--- src/hw/rtl/idoi_pkg.sv ---
package idoi_pkg;

  localparam int MAX_ENTRIES_DEF = 256;
  localparam int QUEUE_DEPTH     = 2;

  localparam logic [15:0] KIND_TERRAIN_PART = 16'd2;
  localparam logic [15:0] KIND_COVER        = 16'd4;

  typedef enum logic [1:0] {
    CMD_CLEAR  = 2'd0,
    CMD_INSERT = 2'd1,
    CMD_READ   = 2'd2,
    CMD_NOP    = 2'd3
  } cmd_e_t;

  typedef enum logic [1:0] {
    ST_OK    = 2'd0,
    ST_FULL  = 2'd1,
    ST_RANGE = 2'd2
  } status_t;

  typedef struct packed {
    logic [1:0]  command;
    logic [11:0] tile_x;
    logic [11:0] tile_y;
    logic [15:0] object_kind;
    logic [7:0]  base_width;
    logic [7:0]  base_height;
    logic [9:0]  object_handle;
    logic [7:0]  read_index;
  } in_t;

  typedef struct packed {
    logic [7:0]  position;
    logic [9:0]  entry_handle;
    logic [11:0] entry_x;
    logic [11:0] entry_y;
    logic [8:0]  entry_count;
    logic [1:0]  status;
  } out_t;

  // classified operation passed from front to back
  typedef struct packed {
    cmd_e_t      cmd;
    logic [11:0] x;
    logic [11:0] y;
    logic [7:0]  w;
    logic [7:0]  h;
    logic [9:0]  handle;
    logic [7:0]  index;
  } op_t;

  typedef struct packed {
    logic [11:0] x;
    logic [11:0] y;
    logic [7:0]  w;
    logic [7:0]  h;
    logic [9:0]  handle;
  } entry_t;

  localparam int ENTRY_W = $bits(entry_t);

  typedef enum logic [3:0] {
    B_IDLE,
    B_START,
    B_READ_WAIT,
    B_WALK_RD,
    B_WALK_EV,
    B_PULL_RD,
    B_PULL_EV,
    B_FWD_RD,
    B_FWD_EV,
    B_POST,
    B_FIRST_RD,
    B_FIRST_EV,
    B_SH_INIT,
    B_SH_RD,
    B_SH_WR,
    B_WRITE
  } bstate_t;

endpackage

--- src/hw/rtl/idoi_queue.sv ---
module idoi_queue (
  input  logic            clk,
  input  logic            rst,
  input  logic            push,
  input  idoi_pkg::op_t   push_data,
  output logic            full,
  input  logic            pop,
  output idoi_pkg::op_t   head,
  output logic            empty
);

  localparam int PW = (idoi_pkg::QUEUE_DEPTH > 1) ? $clog2(idoi_pkg::QUEUE_DEPTH) : 1;
  localparam int CW = $clog2(idoi_pkg::QUEUE_DEPTH + 1);

  idoi_pkg::op_t   slots [idoi_pkg::QUEUE_DEPTH];
  logic [PW-1:0]   wptr;
  logic [PW-1:0]   rptr;
  logic [CW-1:0]   fill;

  assign full  = (fill == CW'(idoi_pkg::QUEUE_DEPTH));
  assign empty = (fill == '0);
  assign head  = slots[rptr];

  always_ff @(posedge clk) begin
    if (rst) begin
      wptr <= '0;
      rptr <= '0;
      fill <= '0;
    end else begin
      if (push && !full) begin
        wptr <= (wptr == PW'(idoi_pkg::QUEUE_DEPTH - 1)) ? '0 : wptr + 1'b1;
      end
      if (pop && !empty) begin
        rptr <= (rptr == PW'(idoi_pkg::QUEUE_DEPTH - 1)) ? '0 : rptr + 1'b1;
      end
      if ((push && !full) && !(pop && !empty)) begin
        fill <= fill + 1'b1;
      end else if (!(push && !full) && (pop && !empty)) begin
        fill <= fill - 1'b1;
      end
    end
  end

  always_ff @(posedge clk) begin
    if (push && !full) begin
      slots[wptr] <= push_data;
    end
  end

endmodule

--- config.mk ---
export PLATFORM = sky130hd
export DESIGN_NAME = idoi_queue
export DESIGN_NICKNAME = d
export VERILOG_FILES = /design/src/hw/rtl/idoi_pkg.sv /design/src/hw/rtl/idoi_queue.sv
export SDC_FILE = /design/constraint.sdc
export NUM_CORES = 1
export LEC_CHECK = 0
export ABC_AREA = 1
export BUFFER_PORTS_ARGS = -buffer_cell sky130_fd_sc_hd__buf_4
export CORE_MARGIN = 2
export CORE_UTILIZATION = 41
export DETAILED_ROUTE_END_ITERATION = 8
export GPL_ROUTABILITY_DRIVEN = 1
export MAX_ROUTING_LAYER = met4
export SLEW_MARGIN = 20
export SYNTH_ARGS = -nofsm -noshare
export SYNTH_HDL_FRONTEND = slang
export SYNTH_SLANG_ARGS = --single-unit
export TNS_END_PERCENT = 100
--- constraint.sdc ---
create_clock -name clk -period 5.7 [get_ports clk]
set_clock_uncertainty 0.2 [all_clocks]
set_input_delay 1.14 -clock clk [delete_from_list [all_inputs] [get_ports clk]]
set_output_delay 1.14 -clock clk [all_outputs]
set_load 0.05 [all_outputs]
== Word-level counts from Yosys, hierarchy flattened ==
Memories as Yosys holds them, arrays and structs flattened. A register that Yosys moved wholly into a read port is not among the register bits.
Index checks and enable logic that the tools add are counted.

* Register bits: 4
* Latch bits: 0
* Bits in writable memories: 120
* ROM bits: 0
* Input bits: 64
* Output and inout bits: 62
* Memories kept: 1

* Add/sub/neg operators: 4
* Multipliers: 0
* Div/mod/pow operators: 0
* $lt $le $gt $ge: 0
* Equal/unequal tests: 1
* Shift-type cells: 0
* Muxes and demuxes: 8
* Bitwise logic cells: 0
* Reduce and logical (&&, ||, !) cells: 10

{| class="wikitable"
|+ Memories
! name !! words !! bits a word !! read ports !! clocked after Yosys merged registers in !! write ports !! RTL line !! RTL
|-
| slots || 2 || 60 || 1 || 1 || 1 || idoi_queue.sv:15 || <nowiki>idoi_pkg::op_t slots [idoi_pkg::QUEUE_DEPTH];</nowiki>
|}

{| class="wikitable"
|+ Operators with widths
! kind !! count
|-
| 1-bit 2-to-1 mux || 6
|-
| 1-bit logical AND || 4
|-
| 1-bit logical NOT || 4
|-
| 2-bit 2-to-1 mux || 2
|-
| 1-bit adder, second input constant || 2
|-
| 2-bit by 1-bit adder with 2-bit output, second input constant || 1
|-
| 2-bit equality test, second input constant || 1
|-
| 2-bit logical NOT || 1
|-
| 2-bit nonzero test || 1
|-
| 2-bit by 1-bit subtractor with 2-bit output, second input constant || 1
|}

== Logic depth before layout (Yosys ltp) ==
* Depth after elaboration: 7
* Mapped depth: 10
* Gate-level depth less buffers: 10

== Worst setup path after synthesis ==
Ideal clock, no wire load.

* Path type: in2reg
* Start: input push
* End: memory slots[0][0] (netlist name), enable pin
* Library setup time: 0.478 ns
* Data arrival time: 3.720 ns
* Slack: 1.302 ns
* Stages on the path: 2
* Path through: o21ai_2 > nor2_1

* Cells in the longest elaborated chain, start to end: 3

{| class="wikitable"
|+ RTL lines
! item !! RTL line !! RTL
|-
| start: declaration || idoi_queue.sv:4 || <nowiki>input logic push,</nowiki>
|-
| 1-bit logical AND || idoi_queue.sv:45 || <nowiki>if (push && !full) begin</nowiki>
|-
| 1-bit 2-to-1 mux || idoi_queue.sv:45 ||
|-
| 1-bit 2-to-1 mux (implied by the code) || idoi_queue.sv:46 || <nowiki>slots[wptr] <= push_data;</nowiki>
|-
| end: declaration || idoi_queue.sv:15 ||
|}

No other way between the ends.

==> results by group <==
Clock tree
  – Worst-path clk slew: ~0.06 ns
  – # clock sinks: 125
  – CTS buffer count: 17
  – CTS tree: built
  – H-tree depth: 4
  – Skew-Pair Late Insertion Delay: approximately 0.4 ns
  – Post-CTS Hold Fix Bufs: 0
  – Root Buffer: clkbuf_16
  – Setup Buffers After CTS: 0
  – Clock Path Buffers: 2
  – Resized Gates After CTS: 0

Setup path
  – Reg2reg path depth: 3
  – R2R Path Start: fill[0]$_SDFFE_PP0P_
  – Peak fanout along the critical path: 35
  – R2R Setup Slk: about 3.3 ns
  – Slowest-stage cell, CP: dfxtp_4
  – CP Data Arrival Time: approximately 2.0 ns
  – Crit path capture type: primary output
  – Critical R2R Capture: slots[0][52]$_DFFE_PP_
  – Crit-path max cell delay: 0.69 ns
  – Worst path buffer plus inverter count: 2
  – Startpoint Class: register
  – Critical path cell sequence: buf_16 -> mux2_4 -> buf_4
  – CP required: 4.36 ns
  – Setup Crit Path Kind: reg2out
  – Crit path depth: 3
  – CP delay by family, top: flip-flops

STA
  – Maximum achievable frequency: approximately 300 MHz
  – RSZ-0062 raised after global routing: false
  – Final Cycle Share: 0.579
  – Post-layout minimum cycle time: around 3.3 ns
  – TNS Setup: 0 ns
  – Slew Viols, Final: 0
  – Final setup fails: 0
  – Final hold vios: 0
  – Worst Max-Slew Pin Slew: 0.822 ns
  – Max transition margin: 0.451

Global routing
  – GRT Util Overall: 0.133
  – Gr ovfl total: 0
  – Number of global-route vias before repair: approximately 2,400
  – Global-route wire length before repair: 12,300 µm
  – Largest net degree at the start of global routing: 36
  – Initial antenna violation count: 0

Yosys
  – Post-Synth XOR/XNOR Area: 0
  – Synth cell types: 17
  – Share of the yosys chip area belonging to registers: 0.759
  – Post-synthesis mux area share: 0.185
  – Post-Synthesis Cells: ~220
  – Synth Area in Compound Gates: 0.00692
  – Post-Synth Simple-Gate Area: 0.0136
  – Mean Syn Cell Area: between 20 and 25 µm²
  – Syn. warnings: 0
  – Post-synth top area share: 0.738
  – Adder-cell share of the synthesized area: 0.00256
  – Area contributors post-synth: edfxtp_1, mux2_4, buf_12
  – Synth Register Bits: roughly 130
  – Synthesized area: around 5000 µm²
  – Main combinational cell family by area after synthesis: multiplexers
  – Dominant cell type by area after synthesis: edfxtp_1
  – Post-synth net total: a little under 300

Final layout
  – Post-layout nets: between 400 and 500
  – Area grow syn2layout: 34.2%
  – Ant. Diodes: 0
  – Share of layout cells above drive strength 1: 0.592
  – FILL cells: approximately 920
  – Design Area, Final: about 6600 µm²

Drt
  – Antenna viol nets, final: 0
  – Via count: approximately 2,400
  – DRT iter0 DRCs: roughly 120
  – Drt drc: 11
  – Drt wl/cell: roughly 16 µm
  – Total Routed Length: between 8000 and 9000 µm
  – Via density: between 4 and 5
  – Detailed-router iteration count before antenna repair: 6

Run status
  – Failing checks: DRC
  – Status: complete, but fails checks

Placement
  – DPL Wire Length: 5360 µm
  – DP Area: between 5000 and 6000 µm²
  – Placer Congestion: slightly below 0.7
  – PortBufs: 125

Pwr
  – Lkg Pwr: 2.59 nW
  – PwrDens: ~530 nW/µm²
  – Peak VDD IR: around 0.00030 V

Floorplanning
  – Die Span Y: 113 µm
  – Die area: approximately 13,000 µm²
  – Core box area: around 12,000 µm²
  – Initial core utilization: 0.424
  – Cell row count: 39
  – Num ports: between 100 and 150
  – Die X: 113 µm

Hold path
  – Worst Hold Launch: wptr$_SDFFE_PP0N_
  – Hold depth: 2
  – Hold Crit Class: reg2reg
  – Worst hold path endpoint: wptr$_SDFFE_PP0N_

Flow run
  – Max Cap Violations: 0
## worst max-delay path by stage
stage / to / startpoint / slack (ns)
floorplan: slots[0][0]$_DFFE_PP_ / push / 1.30
global placement: slots[1][47]$_DFFE_PP_ / push / 2.56
detailed placement: slots[0][56]$_DFFE_PP_ / push / 2.55
CTS: head[32] / register / 2.35
global route: head[25] / register / 2.32
finish: head[27] / register / 2.40
## cells in the mapped netlist
cell,number
nand2_1,4
dfxtp_1,5
buf_12,6
and2_1,1
o21ai_0,3
o21ai_2,1
nor2_1,9
edfxtp_1,120
nand3_1,1
buf_6,1
inv_2,1
inv_1,8
nand4_1,1
ha_1,1
a21oi_1,1
mux2_4,60
o21ai_1,1
## state kept, by name, summed over array words and instances (netlist names), named ones only
name,flops
slots,120
fill,2
rptr,1
wptr,1
## power breakdown
part	switching [mW]	total [mW]	internal [mW]
Sequential	0.0652	1.23	1.16
Combinational	0.702	1.12	0.417
Clock	0.371	1.11	0.734
Total	1.14	3.45	2.32
## placed cells by master, fill, tap and decap left out, drive strengths merged, types with 3 or more instances in the layout
| cell | instances |
|---|---|
| inv | 11 |
| nor2 | 9 |
| o21ai | 5 |
| edfxtp | 120 |
| clkbuf | 19 |
| buf | 128 |
| clkinvlp | 4 |
| dfxtp | 5 |
| clkinv | 3 |
| bufinv | 4 |
| nand2 | 4 |
| mux2 | 60 |
## worst register-to-register path: cells and delay by family, from the launching register on
| kind | cells | cell delay, ns |
|---|---|---|
| AO/OA/AOI/OAI | 1 | 0.16 |
| flip-flops | 1 | 0.45 |
| buffers and inverters | 1 | 0.54 |
| AND/OR/NAND/NOR | 1 | 0.65 |
## routing by layer
layer  track usage  up-vias  part of all wire
met3        0.0530        6             0.096
met5             -        -                 0
li1              -     1149                 -
met1         0.175     1136              0.44
met2         0.186      100              0.45
met4        0.0488        0            0.0062
## metrics by stage
stage,hold slack [ns],power (mW),cells,worst slack [ns],util
3_3_place_gp,0.324,2.37,487,2.56,0.512
2_1_floorplan,0.275,2.12,224,1.30,-
5_1_grt,0.370,3.58,520,2.32,0.569
6_report,0.341,3.45,520,2.40,0.569
3_5_place_dp,0.334,2.38,488,2.55,0.515
4_1_cts,0.342,3.50,520,2.35,0.569
## layout make-up
cell class	instances	area, µm²	area share
Multi-Input combinational cell	83	1030	0.157
Clock inverter	13	190	0.0290
Inverter	9	33.8	0.00516
Sequential cell	125	3710	0.566
Timing Repair Buffer	128	981	0.150
Tap cell	143	179	0.0273
Clock buffer	19	433	0.0661
## kinds of logic after synthesis
logic type / after synthesis
buffers and inverters: 16
AND/OR/NAND/NOR: 16
adder cells (fa/ha/maj): 1
multiplexers: 60
AO/OA/AOI/OAI: 6
flip-flops: 125
No activity file was read; power rests on OpenSTA's default activity.
