==> src/hw/rtl/idoi_pkg.sv <==
package idoi_pkg;

  localparam int MAX_ENTRIES_DEF = 256;
  localparam int QUEUE_DEPTH     = 2;

  localparam logic [15:0] KIND_TERRAIN_PART = 16'd2;
  localparam logic [15:0] KIND_COVER        = 16'd4;

  typedef enum logic [1:0] {
    CMD_CLEAR  = 2'd0,
    CMD_INSERT = 2'd1,
    CMD_READ   = 2'd2,
    CMD_NOP    = 2'd3
  } cmd_e_t;

  typedef enum logic [1:0] {
    ST_OK    = 2'd0,
    ST_FULL  = 2'd1,
    ST_RANGE = 2'd2
  } status_t;

  typedef struct packed {
    logic [1:0]  command;
    logic [11:0] tile_x;
    logic [11:0] tile_y;
    logic [15:0] object_kind;
    logic [7:0]  base_width;
    logic [7:0]  base_height;
    logic [9:0]  object_handle;
    logic [7:0]  read_index;
  } in_t;

  typedef struct packed {
    logic [7:0]  position;
    logic [9:0]  entry_handle;
    logic [11:0] entry_x;
    logic [11:0] entry_y;
    logic [8:0]  entry_count;
    logic [1:0]  status;
  } out_t;

  // classified operation passed from front to back
  typedef struct packed {
    cmd_e_t      cmd;
    logic [11:0] x;
    logic [11:0] y;
    logic [7:0]  w;
    logic [7:0]  h;
    logic [9:0]  handle;
    logic [7:0]  index;
  } op_t;

  typedef struct packed {
    logic [11:0] x;
    logic [11:0] y;
    logic [7:0]  w;
    logic [7:0]  h;
    logic [9:0]  handle;
  } entry_t;

  localparam int ENTRY_W = $bits(entry_t);

  typedef enum logic [3:0] {
    B_IDLE,
    B_START,
    B_READ_WAIT,
    B_WALK_RD,
    B_WALK_EV,
    B_PULL_RD,
    B_PULL_EV,
    B_FWD_RD,
    B_FWD_EV,
    B_POST,
    B_FIRST_RD,
    B_FIRST_EV,
    B_SH_INIT,
    B_SH_RD,
    B_SH_WR,
    B_WRITE
  } bstate_t;

endpackage

==> src/hw/rtl/idoi_front.sv <==
module idoi_front (
  input  logic           clk,
  input  logic           rst,
  input  logic           in_valid,
  output logic           in_ready,
  input  idoi_pkg::in_t  in_data,
  output logic           push,
  output idoi_pkg::op_t  push_data,
  input  logic           q_full
);

  logic          hold_vld;
  idoi_pkg::op_t hold;
  idoi_pkg::op_t op_next;
  logic          sized;

  // terrain parts and cover use their base footprint, zero raised to one
  assign sized = (in_data.object_kind == idoi_pkg::KIND_TERRAIN_PART) ||
                 (in_data.object_kind == idoi_pkg::KIND_COVER);

  always_comb begin
    op_next.cmd    = idoi_pkg::cmd_e_t'(in_data.command);
    op_next.x      = in_data.tile_x;
    op_next.y      = in_data.tile_y;
    op_next.w      = 8'd1;
    op_next.h      = 8'd1;
    op_next.handle = in_data.object_handle;
    op_next.index  = in_data.read_index;
    if (sized) begin
      op_next.w = (in_data.base_width  == 8'd0) ? 8'd1 : in_data.base_width;
      op_next.h = (in_data.base_height == 8'd0) ? 8'd1 : in_data.base_height;
    end
  end

  assign push      = hold_vld && !q_full;
  assign push_data = hold;
  assign in_ready  = !hold_vld || !q_full;

  always_ff @(posedge clk) begin
    if (rst) begin
      hold_vld <= 1'b0;
    end else if (in_valid && in_ready) begin
      hold_vld <= 1'b1;
    end else if (push) begin
      hold_vld <= 1'b0;
    end
  end

  always_ff @(posedge clk) begin
    if (in_valid && in_ready) begin
      hold <= op_next;
    end
  end

endmodule

==> config.mk <==
export PLATFORM = sky130hd
export DESIGN_NAME = idoi_front
export DESIGN_NICKNAME = d
export VERILOG_FILES = /design/src/hw/rtl/idoi_pkg.sv /design/src/hw/rtl/idoi_front.sv
export SDC_FILE = /design/constraint.sdc
export NUM_CORES = 1
export LEC_CHECK = 0
export BUFFER_PORTS_ARGS = -buffer_cell sky130_fd_sc_hd__clkbuf_2
export CAP_MARGIN = 30
export CORE_ASPECT_RATIO = 0.75
export CORE_UTILIZATION = 36
export DETAILED_ROUTE_END_ITERATION = 16
export PLACE_DENSITY = 0.76
export SYNTH_ARGS = -nofsm -noshare
export SYNTH_HDL_FRONTEND = slang
export SYNTH_SLANG_ARGS = --single-unit
==> constraint.sdc <==
create_clock -name clk -period 2.9 [get_ports clk]
set_clock_uncertainty 0.2 [all_clocks]
set_input_delay 0.58 -clock clk [delete_from_list [all_inputs] [get_ports clk]]
set_output_delay 0.58 -clock clk [all_outputs]
set_load 0.005 [all_outputs]
=== Yosys cells after proc, flatten, opt, wreduce, memory -nomap -nowiden ===
Index checks and enable logic that the tools add are counted.

* Register bits: 61
* Bits of input ports: 80
* Output and inout port bits: 62

* Eq/ne operators: 2
* Muxes and demuxes: 2
* Bitwise operators: 1
* Reductions and logical operators: 11

{| class="wikitable"
|+ Operators by type and width
! kind !! number
|-
| == test 16 x 2 -> 1 bit (second input constant) || 1
|-
| == test 16 x 3 -> 1 bit (second input constant) || 1
|-
| logical NOT 8 bit || 2
|-
| OR reduction 2 bit || 2
|-
| logical AND 1 bit || 2
|-
| logical NOT 1 bit || 2
|-
| logical OR 1 bit || 2
|-
| 2-to-1 mux 1 bit || 2
|-
| nonzero test 2 bit || 1
|-
| inverter 1 bit || 1
|}

=== Depth between registers and ports, before layout ===
Gate-level depths: netlist of the first run.

* Depth after elaboration: 4
* Mapped depth: 4
* Mapped depth without buffers: 3

=== Least setup slack after synthesis of the first run ===
Ideal clock, no wire load.

* Path type: input -> register
* From: in q_full
* To: reg hold, in the netlist push_data[0] (enable)
* Library setup time: 0.424 ns
* Arrival: 2.096 ns
* Data required time: 2.276 ns
* Path slack: 0.180 ns
* Stages: 2
* Buffers on the path: 0
* Cells stage by stage: nand2_1 > and2_1

* Cells in the longest elaborated chain, start to end: 3

{| class="wikitable"
|+ Ends and longest elaborated chain
! element !! RTL line !! source
|-
| start, declared || idoi_front.sv:9 || <nowiki>input logic q_full</nowiki>
|-
| logical NOT 1 bit || idoi_front.sv:37 || <nowiki>assign in_ready = !hold_vld || !q_full;</nowiki>
|-
| logical OR 1 bit || idoi_front.sv:37 ||
|-
| logical AND 1 bit || idoi_front.sv:50 || <nowiki>if (in_valid && in_ready) begin</nowiki>
|-
| end signal, assigned || idoi_front.sv:51 || <nowiki>hold <= op_next;</nowiki>
|-
| end, declared || idoi_front.sv:13 || <nowiki>idoi_pkg::op_t hold;</nowiki>
|}

Every way passes these cells.
A chain may end at the register's enable or synchronous reset.

=== Worst setup path after layout of the first run ===
* From: in in_data[34] in the netlist's numbering
* To: reg hold, in the netlist push_data[26] (data pin)

* Cells in the longest elaborated chain, start to end: 4
* Elaborated cells on any way between the ends: 5
* Classes of those cells: 2 x eq/ne; 1 x bitwise; 2 x reduce/logical

{| class="wikitable"
|+ Ends and longest elaborated chain
! element !! RTL line !! source
|-
| start, declared || idoi_front.sv:6 || <nowiki>input idoi_pkg::in_t in_data,</nowiki>
|-
| == test 16 x 2 -> 1 bit / == test 16 x 3 -> 1 bit (equally long branches) || idoi_front.sv:18, idoi_front.sv:19 ||
|-
| logical OR 1 bit * || idoi_front.sv:18 || <nowiki>assign sized = (in_data.object_kind == idoi_pkg::KIND_TERRAIN_PART) ||</nowiki>
|-
| inverter 1 bit (no line) * || n/a ||
|-
| OR reduction 2 bit (no line) * || n/a ||
|}

Mark *: on every way between the ends. The rest lies on a longest branch, timed or not.

==> metrics.csv, run 1 <==
metric,value,unit
worst_ir_drop_vdd,0.279,mV
critical_path.n_buffers_inverters,1,
post_cts_buffers,0,
reg2reg_from,hold_vld$_SDFFE_PP0P_,
rr_endpoint,push_data[4]$_DFFE_PP_,
leakagePower,0.00139,µW
die_width,89.8,µm
viasPerCell,4.40,
outcome,finished clean,
worst_setup_path_start_kind,primary input,
switchingPower,381,µW
clkTransAtPathRegs,0.06,ns
cts.repair.resized,0,
power_switching_share,19.4,%
path_cells,"clkbuf_2, nor4_2, nand2_1, or4_1",
finalHoldWorstSlack,0.202,ns
cellPowerDensity,630,mW/mm²
cap_viol_max_count,0,
synth_cell_type_count,15,
cts_tree,built,
startpoint_of_the_tightest_hold_check_path,rst,
flow.area_growth_from_synthesis,49.3,%
grt_util_all_layers,15.3,%
timing.final.hold_violations,0,
clkSinkCount,61,
cp_slowest_cell,sky130_fd_sc_hd__or4_1,
fillers,462,
place_hpwl,3630,µm
drive_gt1_share,60.9,%
synth_seq_cells,61,
path_max_fanout,16,
fp.dieH,67.9,µm
antenna_violating_nets_post_route,0,
row_count,23,
synth_top_flop_cell,sky130_fd_sc_hd__edfxtp_1,
firstDrtPassIters,4,
total_nets_after_synthesis,189,
post_drt_wl_per_cell,13.5,µm
num_vias,1501,
detail_route.drc_violations,0,
critical_path.top_delay_family,simple AND/OR/NAND/NOR gates,
combinational_power_share,7.4,%
totalNegativeSetupSlack,0,ns
critical_path.endpoint,push_data[26]$_SDFFCE_PP1P_,
ports,142,
power_frac_clock,39.7,%
post-route-period-util,67.9,%
synth_async_sr_flop_share,0,%
clk_root_buffer_cell,sky130_fd_sc_hd__clkbuf_8,
setup_viol,0,
antenna_violations_before_repair,0,
final_period_minus_worst_setup_slack,1.97,ns
cts_hold_buf,0,
synth.yosys.seq_area_share,87.4,%
cts-buffers-inserted,9,
vias_in_the_first_global_route,1346,
synthTopCellsByArea,"sky130_fd_sc_hd__edfxtp_1 (86%), sky130_fd_sc_hd__nor3_1 (3.4%), sky130_fd_sc_hd__inv_1 (2.5%)",
worst_ep_required_time,2.77,ns
cp.depth,4,
count_of_synthesis_stage_warnings_from_yosys,0,
synth_area,0.00208,mm²
grt_setup_unrepaired,no,
synth_top_cell_area_share,86.5,%
diodes,0,
count_of_buffers_from_port_buffering,141,
crit_path_end_kind,register,
fmax,508,MHz
reg2reg_slack,1.45,ns
critPathArrivalTime,1.84,ns
fin_nets,341,
timing_worst_slew_pin_value,0.468,ns
place_congestion,0.835,
hold_path_class,in2reg,
seqPwrFrac,52.9,%
p_int,1580,µW
grt_start_max_net_pins,38,
coreArea,0.00547,mm²
synth_edf_count,60,
critical_path.startpoint,in_data[34],
clock_insertion_delay_worst_skew,0.32,ns
max_stage_delay,0.59,ns
grt_overflow,0,
post_synth_inst_count,109,
cts_max_level,3,
worst_r2r_path_depth,3,
initial_utilization,38.1,%
worstSetupPathType,in2reg,
clock_tree.buffer_depth,2,
detail_route.wirelength,4610,µm
first_pass_grt_wire_length,6520,µm
floorplan.die_area,0.00610,mm²
synth.top_cells.by_count,"sky130_fd_sc_hd__edfxtp_1 (60), sky130_fd_sc_hd__inv_1 (14), sky130_fd_sc_hd__nor3_1 (14), sky130_fd_sc_hd__or4_1 (4), sky130_fd_sc_hd__nor4_2 (3)",
most_area_hungry_cell_type_in_the_yosys_netlist,sky130_fd_sc_hd__edfxtp_1,
synth_area_per_inst,19.1,µm²
max-slew-margin-rel,68.7,%
drt-initial-drc-count,44,
report.final.slew_viol_count,0,
yosys.cell_count.top_type,sky130_fd_sc_hd__edfxtp_1,
## worst min path at each step
stage | endpoint | slack (ns) | depth (start not counted)
after floorplan | hold_vld$_SDFFE_PP0P_ | 0.27 | 2
after global placement | hold_vld$_SDFFE_PP0P_ | 0.28 | 2
after detailed placement | hold_vld$_SDFFE_PP0P_ | 0.30 | 2
after CTS | hold_vld$_SDFFE_PP0P_ | 0.18 | 2
after global routing | hold_vld$_SDFFE_PP0P_ | 0.19 | 2
final | hold_vld$_SDFFE_PP0P_ | 0.20 | 2
## layer usage
layer / global-route usage [%] / part of all wire, % / vias up
li1: - / - / 717
met5: 0 / 0 / -
met1: 16.6 / 38 / 679
met4: 8.61 / 1.1 / 0
met3: 6.56 / 9.7 / 8
met2: 26.1 / 51 / 97
## registers in the layout, summed over array words and instances (netlist names)
signal and flops:
hold_vld 1, push_data 60
## cell families (layout without fill, tap and decap cells)
family,Yosys count,after routing,synth area share [%]
flops,61,61,87.4
simple gates,30,30,9.01
buf+inv,16,173,2.88
compound gates,1,1,0.240
xor+xnor,1,1,0.420
## through the flow
stage	cells	total power, µW	area, µm²	setup slack [ns]	utilization, %
final	341	1960	3110	0.931	56.9
after global routing	341	2030	3110	0.857	56.9
after CTS	341	1990	3110	0.961	56.9
after detailed placement	325	1200	2900	0.592	53.1
after global placement	325	1200	2900	0.640	53.1
after floorplan	109	1090	2080	0.180	-
## cells in the final DEF (no fill, tap or decap), drive strengths merged, types with 2 or more instances in the layout
cell type / count
nor4: 5
buf: 2
inv: 14
clkbuf: 152
or4: 4
clkinv: 3
nand2: 2
bufinv: 2
nor2: 2
edfxtp: 60
nor3: 14
## power by group through the flow
| stage | registers [µW] | clock network, µW | logic [µW] |
|---|---|---|---|
| after floorplan | 1060 | 0 | 25.0 |
| after global placement | 1050 | 0 | 143 |
| after detailed placement | 1060 | 0 | 147 |
| after CTS | 1040 | 801 | 148 |
| after global routing | 1040 | 833 | 159 |
| final | 1040 | 779 | 145 |
## final cells by class
class	instances	area [µm²]	share of cell area [%]
timing repair buffer	143	733	23.6
inverter	14	52.6	1.69
tap	75	93.8	3.02
multi-input combinational	32	203	6.52
sequential	61	1820	58.6
clock inverter	5	75.1	2.41
clock buffer	11	131	4.22
Power figures use the tool's default switching activity.
==> inputs of run 2 (changes only) <==
--- a/config.mk
+++ b/config.mk
@@ -10,7 +10,7 @@
 export CORE_ASPECT_RATIO = 0.75
 export CORE_UTILIZATION = 36
 export DETAILED_ROUTE_END_ITERATION = 16
-export PLACE_DENSITY = 0.76
+export PLACE_DENSITY = 0.79
 export SYNTH_ARGS = -nofsm -noshare
 export SYNTH_HDL_FRONTEND = slang
 export SYNTH_SLANG_ARGS = --single-unit
==> constraint.sdc (replaced) <==
create_clock -name clk -period 1.7 [get_ports clk]
set_clock_uncertainty 0.2 [all_clocks]
set_input_delay 0.34 -clock clk [delete_from_list [all_inputs] [get_ports clk]]
set_output_delay 0.34 -clock clk [all_outputs]
set_load 0.005 [all_outputs]
==> run 2 against run 1 <==
  * Via count grew 15%
  * Die area is the same
  * Total power grew 72%
  * Sequential power grew 70%
  * Non-clock buffer count grew 49
==> metrics.csv, run 2 (synthesis results as in run 1) <==
metric,value,unit,change
die_width,89.8,µm,unchanged
multi_input_area,204,µm²,was 203 µm²
cap_viol_max_count,0,,unchanged
num_vias,1733,,was 1501
most_frequent_cells_in_the_layout,"sky130_fd_sc_hd__clkbuf_2 (141), sky130_fd_sc_hd__edfxtp_1 (60), sky130_fd_sc_hd__dlygate4sd3_1 (45)",,"was sky130_fd_sc_hd__clkbuf_2 (141), sky130_fd_sc_hd__edfxtp_1 (60), sky130_fd_sc_hd__inv_1 (14), sky130_fd_sc_hd__nor3_1 (14), sky130_fd_sc_hd__clkbuf_8 (9)"
count_of_buffers_from_port_buffering,141,,unchanged
worst_setup_path_start_kind,register,,was primary input
grt_setup_unrepaired,no,,unchanged
antenna_violating_nets_post_route,0,,unchanged
clock_tree.buffer_depth,2,,unchanged
cts_max_level,3,,unchanged
power.total,3370,µW,was 1960 µW
vias_in_the_first_global_route,1711,,was 1346
final_core_utilization,65.9,%,was 56.9%
firstDrtPassIters,4,,unchanged
grt_util_all_layers,20.8,%,was 15.3%
fmax,683,MHz,
clk_root_buffer_cell,sky130_fd_sc_hd__clkbuf_8,,unchanged
place_congestion,0.722,,was 0.835
max_stage_delay,0.34,ns,was 0.59 ns
fin_nets,390,,was 341
cts_tree,built,,unchanged
cts.repair.resized,0,,unchanged
setup_viol,0,,unchanged
detail_route.wirelength,6160,µm,was 4610 µm
path_max_fanout,3,,was 16
most_common_cell_after_layout_fill_and_taps_aside,sky130_fd_sc_hd__clkbuf_2,,unchanged
final_period_minus_worst_setup_slack,1.46,ns,
cts-buffers-inserted,9,,unchanged
outcome,finished clean,,unchanged
floorplan.die_area,0.00610,mm²,unchanged
worst_ir_drop_vdd,0.411,mV,was 0.279 mV
row_count,23,,unchanged
placement.cell_area,0.00296,mm²,was 0.00290 mm²
worstHoldPathCells,3,,was 2
clkTransAtPathRegs,0.06,ns,about the same
viasPerCell,4.44,,was 4.40
post_cts_buffers,0,,unchanged
power_frac_clock,36.9,%,was 39.7%
power_switching_share,22.1,%,was 19.4%
worst_ep_required_time,1.16,ns,was 2.77 ns
crit_path_end_kind,output pin,,was register
grt_overflow,0,,unchanged
initial_utilization,38.1,%,unchanged
post-route-period-util,86.1,%,
first_pass_grt_wire_length,9030,µm,was 6520 µm
timing.final.hold_violations,0,,unchanged
detail_route.drc_violations,0,,unchanged
totalNegativeSetupSlack,0,ns,unchanged
fp.dieH,67.9,µm,unchanged
place_hpwl,3750,µm,was 3630 µm
antenna_violations_before_repair,0,,unchanged
drive_gt1_share,52.7,%,was 60.9%
coreArea,0.00547,mm²,unchanged
hold_path_class,in2reg,,unchanged
seqPwrFrac,52.5,%,was 52.9%
clock_insertion_delay_worst_skew,0.33,ns,was 0.32 ns
leakagePower,0.00160,µW,was 0.00139 µW
worst_r2r_path_depth,3,,unchanged
ports,142,,unchanged
final-seq-area,0.00182,mm²,unchanged
max-slew-margin-rel,80.9,%,was 68.7%
finish.instance_area,0.00360,mm²,was 0.00311 mm²
switchingPower,747,µW,was 381 µW
p_int,2630,µW,was 1580 µW
report.final.slew_viol_count,0,,unchanged
worstSetupPathType,reg2out,,was in2reg
grt_start_max_net_pins,22,,was 38
drt-initial-drc-count,68,,was 44
flow.area_growth_from_synthesis,72.9,%,was 49.3%
timing_worst_slew_pin_value,0.284,ns,was 0.468 ns
cellPowerDensity,937,mW/mm²,was 630 mW/mm²
combinational_power_share,10.6,%,was 7.4%
largest_reg_flops,60,,unchanged
diodes,0,,unchanged
finalHoldWorstSlack,0.0427,ns,was 0.202 ns
fillers,403,,was 462
post_drt_wl_per_cell,15.8,µm,was 13.5 µm
critPathArrivalTime,0.92,ns,was 1.84 ns
clkSinkCount,61,,unchanged
path_cells,"nor2b_1, clkbuf_2",,"was clkbuf_2, nor4_2, nand2_1, or4_1"
cp_slowest_cell,sky130_fd_sc_hd__dfxtp_1,,was sky130_fd_sc_hd__or4_1
run 2: final timing paths:
check / from / endpoint / slack, ns
worst max-delay path: hold_vld$_SDFFE_PP0P_ / push / 0.24
worst min-delay path: in_valid / hold_vld$_SDFFE_PP0P_ / 0.04
worst max register to register: hold_vld$_SDFFE_PP0P_ / push_data[34]$_DFFE_PP_ / 0.37
worst min register to register: hold_vld$_SDFFE_PP0P_ / hold_vld$_SDFFE_PP0P_ / 0.32
run 2: power groups by stage:
| stage | logic, µW | registers (µW) | clock network [µW] |
|---|---|---|---|
| final | 358 | 1770 | 1240 |
| after CTS | 353 | 1770 | 1270 |
| after floorplan | 44.2 | 1810 | 0 |
| after global placement | 259 | 1800 | 0 |
| after detailed placement | 267 | 1800 | 0 |
| after global routing | 385 | 1780 | 1330 |
run 2: timing repair:
action	CTS	global route
endpoints found under the setup margin	0	0
hold buffers	45	0
hold endpoints to repair	45	0
run 2: area by class of cell:
cell class              count  area share [%]
repair buffers            192            34.4
multi-input cells          32            5.66
inverters                  14            1.46
flip-flops and latches     61            50.6
clock inverters             6            1.77
clock buffers              10            3.54
well taps                  75            2.61
run 2: metal layers:
layer | vias to the layer above | wire length [µm] | GRT usage (%)
met3 | 10 | 495 | 7.67
met4 | 0 | 98 | 8.61
li1 | 816 | - | -
met1 | 810 | 2480 | 24.3
met5 | - | 0 | 0
met2 | 97 | 3080 | 35.8
run 2: critical path, delay by kind of cell (launching register included):
family | cells | cell delay [ns]
DFF | 1 | 0.34
and+or+nand+nor | 1 | 0.13
buffers and inverters | 1 | 0.12
run 2: stage by stage:
| step | cells | worst slack (ns) |
|---|---|---|
| 2_1_floorplan | 109 | 0.00814 |
| 3_3_place_gp | 329 | -0.0710 |
| 3_5_place_dp | 329 | -0.0929 |
| 4_1_cts | 390 | 0.213 |
| 5_1_grt | 390 | 0.162 |
| 6_report | 390 | 0.237 |
